===== config.mk =====
export PLATFORM = sky130hd
export DESIGN_NAME = modular_exponentiation
export DESIGN_NICKNAME = d
export VERILOG_FILES = /design/src/rtl/mexp_pkg.sv /design/src/rtl/mexp_ctrl.sv /design/src/rtl/mexp_dp.sv /design/src/rtl/modular_exponentiation.sv
export SDC_FILE = /design/constraint.sdc
export NUM_CORES = 1
export LEC_CHECK = 0
export BUFFER_PORTS_ARGS = -buffer_cell sky130_fd_sc_hd__buf_2
export CORE_AREA = 2 2 214 216
export CTS_CLUSTER_DIAMETER = 40
export DETAILED_ROUTE_END_ITERATION = 12
export DIE_AREA = 0 0 216 218
export PLACE_DENSITY = 0.66
export REMOVE_ABC_BUFFERS = 1
export SYNTH_ARGS = -nofsm -noshare
export SYNTH_HDL_FRONTEND = slang
export SYNTH_SLANG_ARGS = --single-unit

===== constraint.sdc =====
create_clock -name clk -period 8 [get_ports clk]
set_input_delay 1.2 -clock clk [delete_from_list [all_inputs] [get_ports clk]]
set_output_delay 1.2 -clock clk [all_outputs]
set_load 0.01 [all_outputs]

===== src/rtl/mexp_pkg.sv =====
`timescale 1ns / 1ps
`default_nettype none
// ----------------------------------------------------------------------------
// Modular exponentiation package
// Shared constants, controller states and the command and status bundles
// that pass between the controller and the datapath.
// ----------------------------------------------------------------------------
package mexp_pkg;

  // Width of every payload and configuration field.
  localparam int FIELD_W = 32;

  // Default datapath width.
  localparam int WORD_WIDTH_DEF = 32;

  // Value of the modulus register after reset.
  localparam logic [FIELD_W-1:0] MODULUS_RESET = 32'd1;

  // Controller states.
  typedef enum logic [2:0] {
    ST_IDLE,
    ST_REDUCE,
    ST_CHECK,
    ST_EXP,
    ST_MUL_ACC,
    ST_MUL_SQ,
    ST_FINISH
  } state_t;

  // Commands from the controller to the datapath.
  typedef struct packed {
    logic load_item;    // capture base and exponent, clear the remainder
    logic red_step;     // one step of the base reduction
    logic acc_one;      // accumulator to one
    logic acc_zero;     // accumulator to zero
    logic mul_start;    // load the modular multiplier operands
    logic mul_sel_acc;  // multiplier operands: accumulator by power (else power squared)
    logic mul_step;     // one shift-and-add step of the multiplier
    logic acc_write;    // accumulator takes the product
    logic pw_write;     // running power takes the product
    logic exp_shift;    // drop the lowest exponent bit
    logic out_load;     // output register takes the accumulator
  } cmd_t;

  // Status from the datapath to the controller.
  typedef struct packed {
    logic m_zero;       // modulus is zero
    logic pw_zero;      // reduced base is zero
    logic red_last;     // final reduction step
    logic exp_zero;     // no exponent bits left
    logic exp_bit;      // lowest exponent bit
    logic exp_last;     // lowest exponent bit is the last one set
    logic mul_done;     // multiplier operand exhausted
  } status_t;

endpackage
`default_nettype wire


===== src/rtl/mexp_ctrl.sv =====
`timescale 1ns / 1ps
`default_nettype none
// ----------------------------------------------------------------------------
// Modular exponentiation controller
// Sequences the base reduction, the square-and-multiply loop and the
// hand-off to the output register.
// ----------------------------------------------------------------------------
module mexp_ctrl
  import mexp_pkg::*;
(
  input  wire logic    clk,
  input  wire logic    rst,
  input  wire logic    in_valid,
  output logic         in_stall,
  output logic         out_valid,
  input  wire logic    out_stall,
  input  wire status_t status,
  output cmd_t         cmd
);

  state_t state;
  state_t state_next;
  logic   out_valid_next;
  logic   out_free;

  // The output slot can take a new item when empty or being drained.
  assign out_free = !out_valid || !out_stall;

  // State and output-valid registers.
  always_ff @(posedge clk) begin
    if (rst) begin
      state     <= ST_IDLE;
      out_valid <= 1'b0;
    end else begin
      state     <= state_next;
      out_valid <= out_valid_next;
    end
  end

  // Next state.
  always_comb begin
    state_next = state;
    case (state)
      ST_IDLE: begin
        if (in_valid) state_next = ST_REDUCE;
      end
      ST_REDUCE: begin
        if (status.red_last) state_next = ST_CHECK;
      end
      ST_CHECK: begin
        if (status.m_zero || status.pw_zero) state_next = ST_FINISH;
        else state_next = ST_EXP;
      end
      ST_EXP: begin
        if (status.exp_zero) state_next = ST_FINISH;
        else if (status.exp_bit) state_next = ST_MUL_ACC;
        else state_next = ST_MUL_SQ;
      end
      ST_MUL_ACC: begin
        if (status.mul_done) begin
          if (status.exp_last) state_next = ST_EXP;
          else state_next = ST_MUL_SQ;
        end
      end
      ST_MUL_SQ: begin
        if (status.mul_done) state_next = ST_EXP;
      end
      ST_FINISH: begin
        if (out_free) state_next = ST_IDLE;
      end
      default: state_next = ST_IDLE;
    endcase
  end

  // Commands and handshake outputs.
  always_comb begin
    cmd            = '0;
    in_stall       = (state != ST_IDLE);
    out_valid_next = out_valid && out_stall;
    case (state)
      ST_IDLE: begin
        cmd.load_item = in_valid;
      end
      ST_REDUCE: begin
        cmd.red_step = 1'b1;
      end
      ST_CHECK: begin
        cmd.acc_zero = status.m_zero || status.pw_zero;
        cmd.acc_one  = !(status.m_zero || status.pw_zero);
      end
      ST_EXP: begin
        cmd.mul_start   = !status.exp_zero;
        cmd.mul_sel_acc = status.exp_bit;
      end
      ST_MUL_ACC: begin
        cmd.mul_step = !status.mul_done;
        if (status.mul_done) begin
          cmd.acc_write = 1'b1;
          // Square next unless this was the top set bit.
          cmd.exp_shift = status.exp_last;
          cmd.mul_start = !status.exp_last;
        end
      end
      ST_MUL_SQ: begin
        cmd.mul_step  = !status.mul_done;
        cmd.pw_write  = status.mul_done;
        cmd.exp_shift = status.mul_done;
      end
      ST_FINISH: begin
        cmd.out_load = out_free;
        if (out_free) out_valid_next = 1'b1;
      end
      default: begin
        cmd = '0;
      end
    endcase
  end

endmodule
`default_nettype wire


===== src/rtl/mexp_dp.sv =====
`timescale 1ns / 1ps
`default_nettype none
// ----------------------------------------------------------------------------
// Modular exponentiation datapath
// Holds the modulus, a restoring base reducer, the accumulator, the running
// power, the exponent shifter and a radix-2 shift-and-add modular multiplier.
// ----------------------------------------------------------------------------
module mexp_dp
  import mexp_pkg::*;
#(
  parameter int WORD_WIDTH = WORD_WIDTH_DEF
) (
  input  wire logic               clk,
  input  wire logic               rst,
  input  wire logic               cfg_wr_en,
  input  wire logic [FIELD_W-1:0] cfg_wr_data,
  input  wire logic [FIELD_W-1:0] base_value,
  input  wire logic [FIELD_W-1:0] exponent,
  output logic      [FIELD_W-1:0] power_result,
  input  wire cmd_t               cmd,
  output status_t                 status
);

  localparam int W     = WORD_WIDTH;
  localparam int CNT_W = $clog2(WORD_WIDTH);

  logic [FIELD_W-1:0] modulus;
  logic [W-1:0]       m;
  logic [W-1:0]       dividend;
  logic [W-1:0]       pw;
  logic [W-1:0]       acc;
  logic [W-1:0]       exp_q;
  logic [W-1:0]       ma;
  logic [W-1:0]       mb;
  logic [W-1:0]       macc;
  logic [W-1:0]       out_data;
  logic [CNT_W-1:0]   cnt;

  logic [W:0]   red_trial;
  logic [W-1:0] red_next;
  logic [W:0]   sum_acc;
  logic [W-1:0] macc_next;
  logic [W:0]   sum_dbl;
  logic [W-1:0] ma_next;

  // Configuration register.
  always_ff @(posedge clk) begin
    if (rst) begin
      modulus <= MODULUS_RESET;
    end else if (cfg_wr_en) begin
      modulus <= cfg_wr_data;
    end
  end

  assign m = W'(modulus);

  // Restoring reduction step: shift in the next base bit, subtract once.
  always_comb begin
    red_trial = {pw, dividend[W-1]};
    if (red_trial >= {1'b0, m}) red_next = W'(red_trial - {1'b0, m});
    else red_next = red_trial[W-1:0];
  end

  // Modular adds of the multiplier: partial sum and doubled operand.
  always_comb begin
    sum_acc = {1'b0, macc} + {1'b0, ma};
    if (sum_acc >= {1'b0, m}) macc_next = W'(sum_acc - {1'b0, m});
    else macc_next = sum_acc[W-1:0];
    sum_dbl = {ma, 1'b0};
    if (sum_dbl >= {1'b0, m}) ma_next = W'(sum_dbl - {1'b0, m});
    else ma_next = sum_dbl[W-1:0];
  end

  // Reduction counter.
  always_ff @(posedge clk) begin
    if (rst) begin
      cnt <= '0;
    end else if (cmd.load_item) begin
      cnt <= '0;
    end else if (cmd.red_step) begin
      cnt <= cnt + CNT_W'(1);
    end
  end

  // Base reducer and running power.
  always_ff @(posedge clk) begin
    if (cmd.load_item) begin
      dividend <= W'(base_value);
      pw       <= '0;
    end else if (cmd.red_step) begin
      dividend <= {dividend[W-2:0], 1'b0};
      pw       <= red_next;
    end else if (cmd.pw_write) begin
      pw <= macc;
    end
  end

  // Exponent shifter.
  always_ff @(posedge clk) begin
    if (cmd.load_item) begin
      exp_q <= W'(exponent);
    end else if (cmd.exp_shift) begin
      exp_q <= {1'b0, exp_q[W-1:1]};
    end
  end

  // Accumulator.
  always_ff @(posedge clk) begin
    if (cmd.acc_zero) begin
      acc <= '0;
    end else if (cmd.acc_one) begin
      acc <= W'(1);
    end else if (cmd.acc_write) begin
      acc <= macc;
    end
  end

  // Shift-and-add modular multiplier, multiplier bits taken from the bottom.
  always_ff @(posedge clk) begin
    if (cmd.mul_start) begin
      ma   <= cmd.mul_sel_acc ? acc : pw;
      mb   <= pw;
      macc <= '0;
    end else if (cmd.mul_step) begin
      if (mb[0]) macc <= macc_next;
      ma <= ma_next;
      mb <= {1'b0, mb[W-1:1]};
    end
  end

  // Output register.
  always_ff @(posedge clk) begin
    if (cmd.out_load) begin
      out_data <= acc;
    end
  end

  assign power_result = FIELD_W'(out_data);

  // Status to the controller.
  always_comb begin
    status.m_zero   = (m == '0);
    status.pw_zero  = (pw == '0);
    status.red_last = (cnt == CNT_W'(W - 1));
    status.exp_zero = (exp_q == '0);
    status.exp_bit  = exp_q[0];
    status.exp_last = (exp_q[W-1:1] == '0);
    status.mul_done = (mb == '0);
  end

endmodule
`default_nettype wire


===== src/rtl/modular_exponentiation.sv =====
`timescale 1ns / 1ps
`default_nettype none
// ----------------------------------------------------------------------------
// Modular exponentiation
// Computes base_value to the power exponent modulo the configured modulus by
// right-to-left binary square-and-multiply.
//
//   Channel  Signals                                   Direction
//   input    in_valid, in_stall, base_value, exponent  item in
//   output   out_valid, out_stall, power_result        item out
//   config   cfg_wr_en, cfg_wr_data (modulus)          write only
//
// One item is worked at a time. After the base reduction, each exponent bit
// costs a pass through ST_EXP plus up to two modular products in the shared
// shift-and-add multiplier. A zero reduced base or a zero modulus skips the
// exponent loop and gives zero. Reset is synchronous and sets the modulus
// to one. The output register lets a new item enter while a result is still
// stalled.
// ----------------------------------------------------------------------------
module modular_exponentiation
  import mexp_pkg::*;
#(
  parameter int WORD_WIDTH = WORD_WIDTH_DEF
) (
  input  wire logic               clk,
  input  wire logic               rst,
  input  wire logic               cfg_wr_en,
  input  wire logic [FIELD_W-1:0] cfg_wr_data,
  input  wire logic               in_valid,
  output logic                    in_stall,
  input  wire logic [FIELD_W-1:0] base_value,
  input  wire logic [FIELD_W-1:0] exponent,
  output logic                    out_valid,
  input  wire logic               out_stall,
  output logic      [FIELD_W-1:0] power_result
);

  cmd_t    cmd;
  status_t status;

  // Sequencer.
  mexp_ctrl u_ctrl (
    .clk       (clk),
    .rst       (rst),
    .in_valid  (in_valid),
    .in_stall  (in_stall),
    .out_valid (out_valid),
    .out_stall (out_stall),
    .status    (status),
    .cmd       (cmd)
  );

  // Arithmetic and storage.
  mexp_dp #(
    .WORD_WIDTH (WORD_WIDTH)
  ) u_dp (
    .clk          (clk),
    .rst          (rst),
    .cfg_wr_en    (cfg_wr_en),
    .cfg_wr_data  (cfg_wr_data),
    .base_value   (base_value),
    .exponent     (exponent),
    .power_result (power_result),
    .cmd          (cmd),
    .status       (status)
  );

endmodule
`default_nettype wire

==> impl_results.md <==
* DIE WIDTH at 216 um
* Final period utilization at 0.836
* IR drop worst, VDD at 0.000244 V
* Synth top area cells: edfxtp_1 (24%), dfxtp_1 (14%), nand2_1 (8.9%), ha_1 (8.1%), a21oi_1 (5.4%)
* LEAKAGE at 9.72 nW
* Slowest CP cell: nand2_2
* Crit path from: u_dp.ma[0]$_DFFE_PP_
* Chip Height at 218 um
* RSZ-0062 raised after global routing: no
* Max FO, Critical Path at 24
* All-Layer GR Usage at 0.283
* Final Hold Fails at 0
* Routed via count at 19000
* CTS sink count at 297
* Routability cong. at 0.999
* WP buf/inv at 0
* Worst Hold Launch: u_dp.acc[17]$_SDFFE_PP0P_
* H-tree depth at 2
* Pin count of the biggest net entering global routing at 69
* Startpoint Class: flop
* Post-synth EDFFs at 160
* Routed Antenna Nets at 0
* Vias in the first global route at 18000
* Residual DRC at 0
* Placed Cells incl. Taps at 3021
* Hold Slack at 0.455 ns
* CTS max path bufs at 3
* Starting Density at 0.445
* Diode count at 0
* Fraction of layout cells with a size suffix above 1 at 0.108
* Mux contribution to synthesized area at 0.0441
* Final setup skew at 0.0234 ns
* Transition time of the tightest slew-check pin at 1.04 ns
* 1st-iter DRT viols at 1612
* Largest stage delay, worst path at 0.53 ns
* Setup_tns at 0 ns
* Vias per std cell at 6.10
* Area of the mapped netlist at 0.0200 mm2
* Std-Cell Rows at 78
* Syn Area/Cell at 8.38 um2
* Clock-pin slew on the worst setup and hold paths at 0.05 ns
* Tightest Hold Check Type: reg -> reg
* Worst EP required at 8.48 ns
* Post-Synth XOR/XNOR Area at 0.0426
* First-pass GRT wire length at 104000 um
* Post-CTS setup buffer count at 0
* TritonCTS Buffers at 50
* Complex-gate fraction of the synthesized area at 0.210
* Synth async-reset ratio at 0
* Layout Nets at 2708
* Count of final max-slew check failures at 0
* Die ar. at 0.0471 mm2
* Fillcell total at 4328
* Post-synth top flop: edfxtp_1
* Final-report setup violation count at 0
* # port buffers at 134
* Yosys reg bits at 297
* Reg-to-reg critical path startpoint: u_dp.ma[0]$_DFFE_PP_
* Crit path DAT at 7.16 ns
* Crit path kind: reg -> reg
* Post-Route WL at 68000 um
* CTS tree: yes
* Slew HR at 0.304
* Post-synthesis adder-cell area fraction at 0.0855
* First-pass DRT Iterations at 6
* CTS hold repair buffers at 0
* Wirelength per Cell at 21.8 um
* Skew-Pair Late Insertion Delay at 0.61 ns
* Register area share after synthesis at 0.378
* Fmax at 0.150 GHz
* Top Ports at 135
* Total core area at 0.0449 mm2
* Critical-path cell list: ha_1 > fa_1 > a211o_1 > a211oi_1 > o31ai_1 > a211oi_1 > o31a_1 > o21ai_1 > xor2_1 > ha_1 > a21oi_1 > o21ai_1 > nand3_1 > a21boi_0 > nor4_1 > o31a_1 > nand2_2 > and3_1 > o311a_1
* Gr ovfl total at 0
* Combinational family with the most area after synthesis: compound AO/OA/AOI/OAI gates
* Post-Synth Simple-Gate Area at 0.202
* Yosys warns at 0
* Status: finished, final reports clean
* Clock Tree Root: clkbuf_16
* Initial antenna violation count at 1
* HPWL after DPL at 49300 um
* Mapped Cells at 2383
* Resize count post-CTS at 0
* Nature of the critical path endpoint: flop
* CP top delay family: compound AO/OA/AOI/OAI gates
* Synth top area share at 0.241
* Pwr dens at 410 mW/mm2
* Non-Filler Instances at 3115
* Max_cap viols at 0
* Unique masters post-synth at 76
* Clock period minus worst slack at 6.68 ns
* Most area-hungry cell type in the Yosys netlist: edfxtp_1
* Layout area overhead at 14.5%
==> kinds of logic (layout without fill, tap and decap cells) <==
kind of cell | Yosys count | after routing
adders and majority gates | 134 | 134
AOI/OAI and AO/OA | 670 | 670
muxes | 88 | 88
buffers and inverters | 193 | 325
DFF | 297 | 297
xor gates and xnor gates | 97 | 97
and+or+nand+nor | 904 | 904
==> through the flow <==
stage	power, mW	util	worst slack, ns	cell area [um2]
2_1_floorplan	5.72	-	-2.72	19500
3_3_place_gp	7.02	0.471	1.58	21200
3_5_place_dp	7.05	0.471	1.52	21200
4_1_cts	9.29	0.509	1.49	22900
5_1_grt	9.96	0.509	1.05	22900
6_report	9.37	0.509	1.32	22900
==> flip-flops by register name, summed over array words and instances (netlist names) <==
register           count
u_ctrl.state           3
u_dp.pw               32
u_dp.power_result     32
u_dp.acc              32
u_dp.ma               32
u_dp.mb               32
u_ctrl.out_valid       1
u_dp.cnt               5
u_dp.dividend         32
u_dp.exp_q            32
u_dp.macc             32
u_dp.m                32
==> cell usage in the layout (no fill, tap or decap), types with 7 or more instances in the layout <==
| cell | synthesis | routed |
|---|---|---|
| xor2_1 | 34 | 34 |
| a211oi_1 | 31 | 30 |
| inv_1 | 70 | 70 |
| a21oi_1 | 216 | 216 |
| nand4_1 | 29 | 29 |
| or3_1 | 14 | 14 |
| o21a_1 | 25 | 25 |
| buf_4 | 2 | 25 |
| o21ai_1 | 28 | 28 |
| nand3_1 | 38 | 38 |
| a31oi_1 | 57 | 57 |
| nor2b_1 | 14 | 14 |
| nor3_1 | 35 | 35 |
| buf_2 | 7 | 134 |
| clkbuf_16 | 0 | 50 |
| o21bai_1 | 13 | 13 |
| a32oi_1 | 8 | 8 |
| xnor2_1 | 63 | 63 |
| o21ai_0 | 107 | 106 |
| clkinv_2 | 0 | 9 |
| edfxtp_1 | 160 | 160 |
| and2_1 | 12 | 10 |
| o211ai_1 | 25 | 25 |
| nor2_1 | 155 | 151 |
| nand2b_1 | 16 | 16 |
| dfxtp_1 | 137 | 137 |
| nand2_1 | 472 | 470 |
| a21o_1 | 67 | 67 |
| o31a_1 | 10 | 10 |
| and3_1 | 51 | 51 |
| inv_6 | 0 | 7 |
| o31ai_1 | 11 | 10 |
| mux2i_1 | 88 | 88 |
| ha_1 | 130 | 130 |
| a311oi_1 | 9 | 9 |
| nor4_1 | 35 | 35 |
==> layout make-up <==
type / count / area [um2] / share of cell area
inverter: 72 / 270 / 0.0118
clock buffer: 55 / 1280 / 0.0560
sequential: 297 / 7550 / 0.330
clock inverter: 39 / 420 / 0.0184
multi-input combinational: 1893 / 11700 / 0.513
tap: 600 / 751 / 0.0328
timing repair buffer: 159 / 858 / 0.0375
==> cells in the mapped netlist, types with 31 or more instances <==
library cell and number:
a21o_1 67, xor2_1 34, nor3_1 35, dfxtp_1 137, nor2_1 155, a31oi_1 57
clkbuf_1 103, mux2i_1 88, a21oi_1 216, nand3_1 38, inv_1 70, a211oi_1 31
edfxtp_1 160, ha_1 130, and3_1 51, nand2_1 472, xnor2_1 63, nor4_1 35
o21ai_0 107
==> layer usage <==
layer | up-vias | share of wire | track usage
met5 | - | 0.00025 | 0
met4 | 2 | 0.051 | 0.139
met3 | 193 | 0.075 | 0.0474
met2 | 838 | 0.45 | 0.454
met1 | 9048 | 0.42 | 0.370
li1 | 8909 | - | -
==> power by group <==
group	internal, mW	leakage [nW]	total [mW]	switching, mW
sequential	1.92	2.70	2.26	0.348
combinational	1.92	6.20	4.93	3.01
clock	1.34	0.826	2.19	0.844
==> worst paths after layout <==
path | end | cells after the start | slack [ns]
max | u_dp.macc[9]$_SDFFE_PP0P_ | 19 | 1.32
min reg2reg | u_dp.power_result[17]$_DFFE_PP_ | 0 | 0.45
min | u_dp.power_result[17]$_DFFE_PP_ | 0 | 0.45
max reg2reg | u_dp.macc[9]$_SDFFE_PP0P_ | 19 | 1.32
==> worst register-to-register path, stage by stage, from the launching register on <==
cell and delay [ns]:
edfxtp_1 0.43, ha_1 0.26, fa_1 0.45, a211o_1 0.31
a211oi_1 0.42, o31ai_1 0.30, a211oi_1 0.52, o31a_1 0.29
o21ai_1 0.12, xor2_1 0.21, ha_1 0.31, a21oi_1 0.33
o21ai_1 0.20, nand3_1 0.12, a21boi_0 0.10, nor4_1 0.50
o31a_1 0.49, nand2_2 0.53, and3_1 0.38, o311a_1 0.29
(Power assumes the default switching activity.)
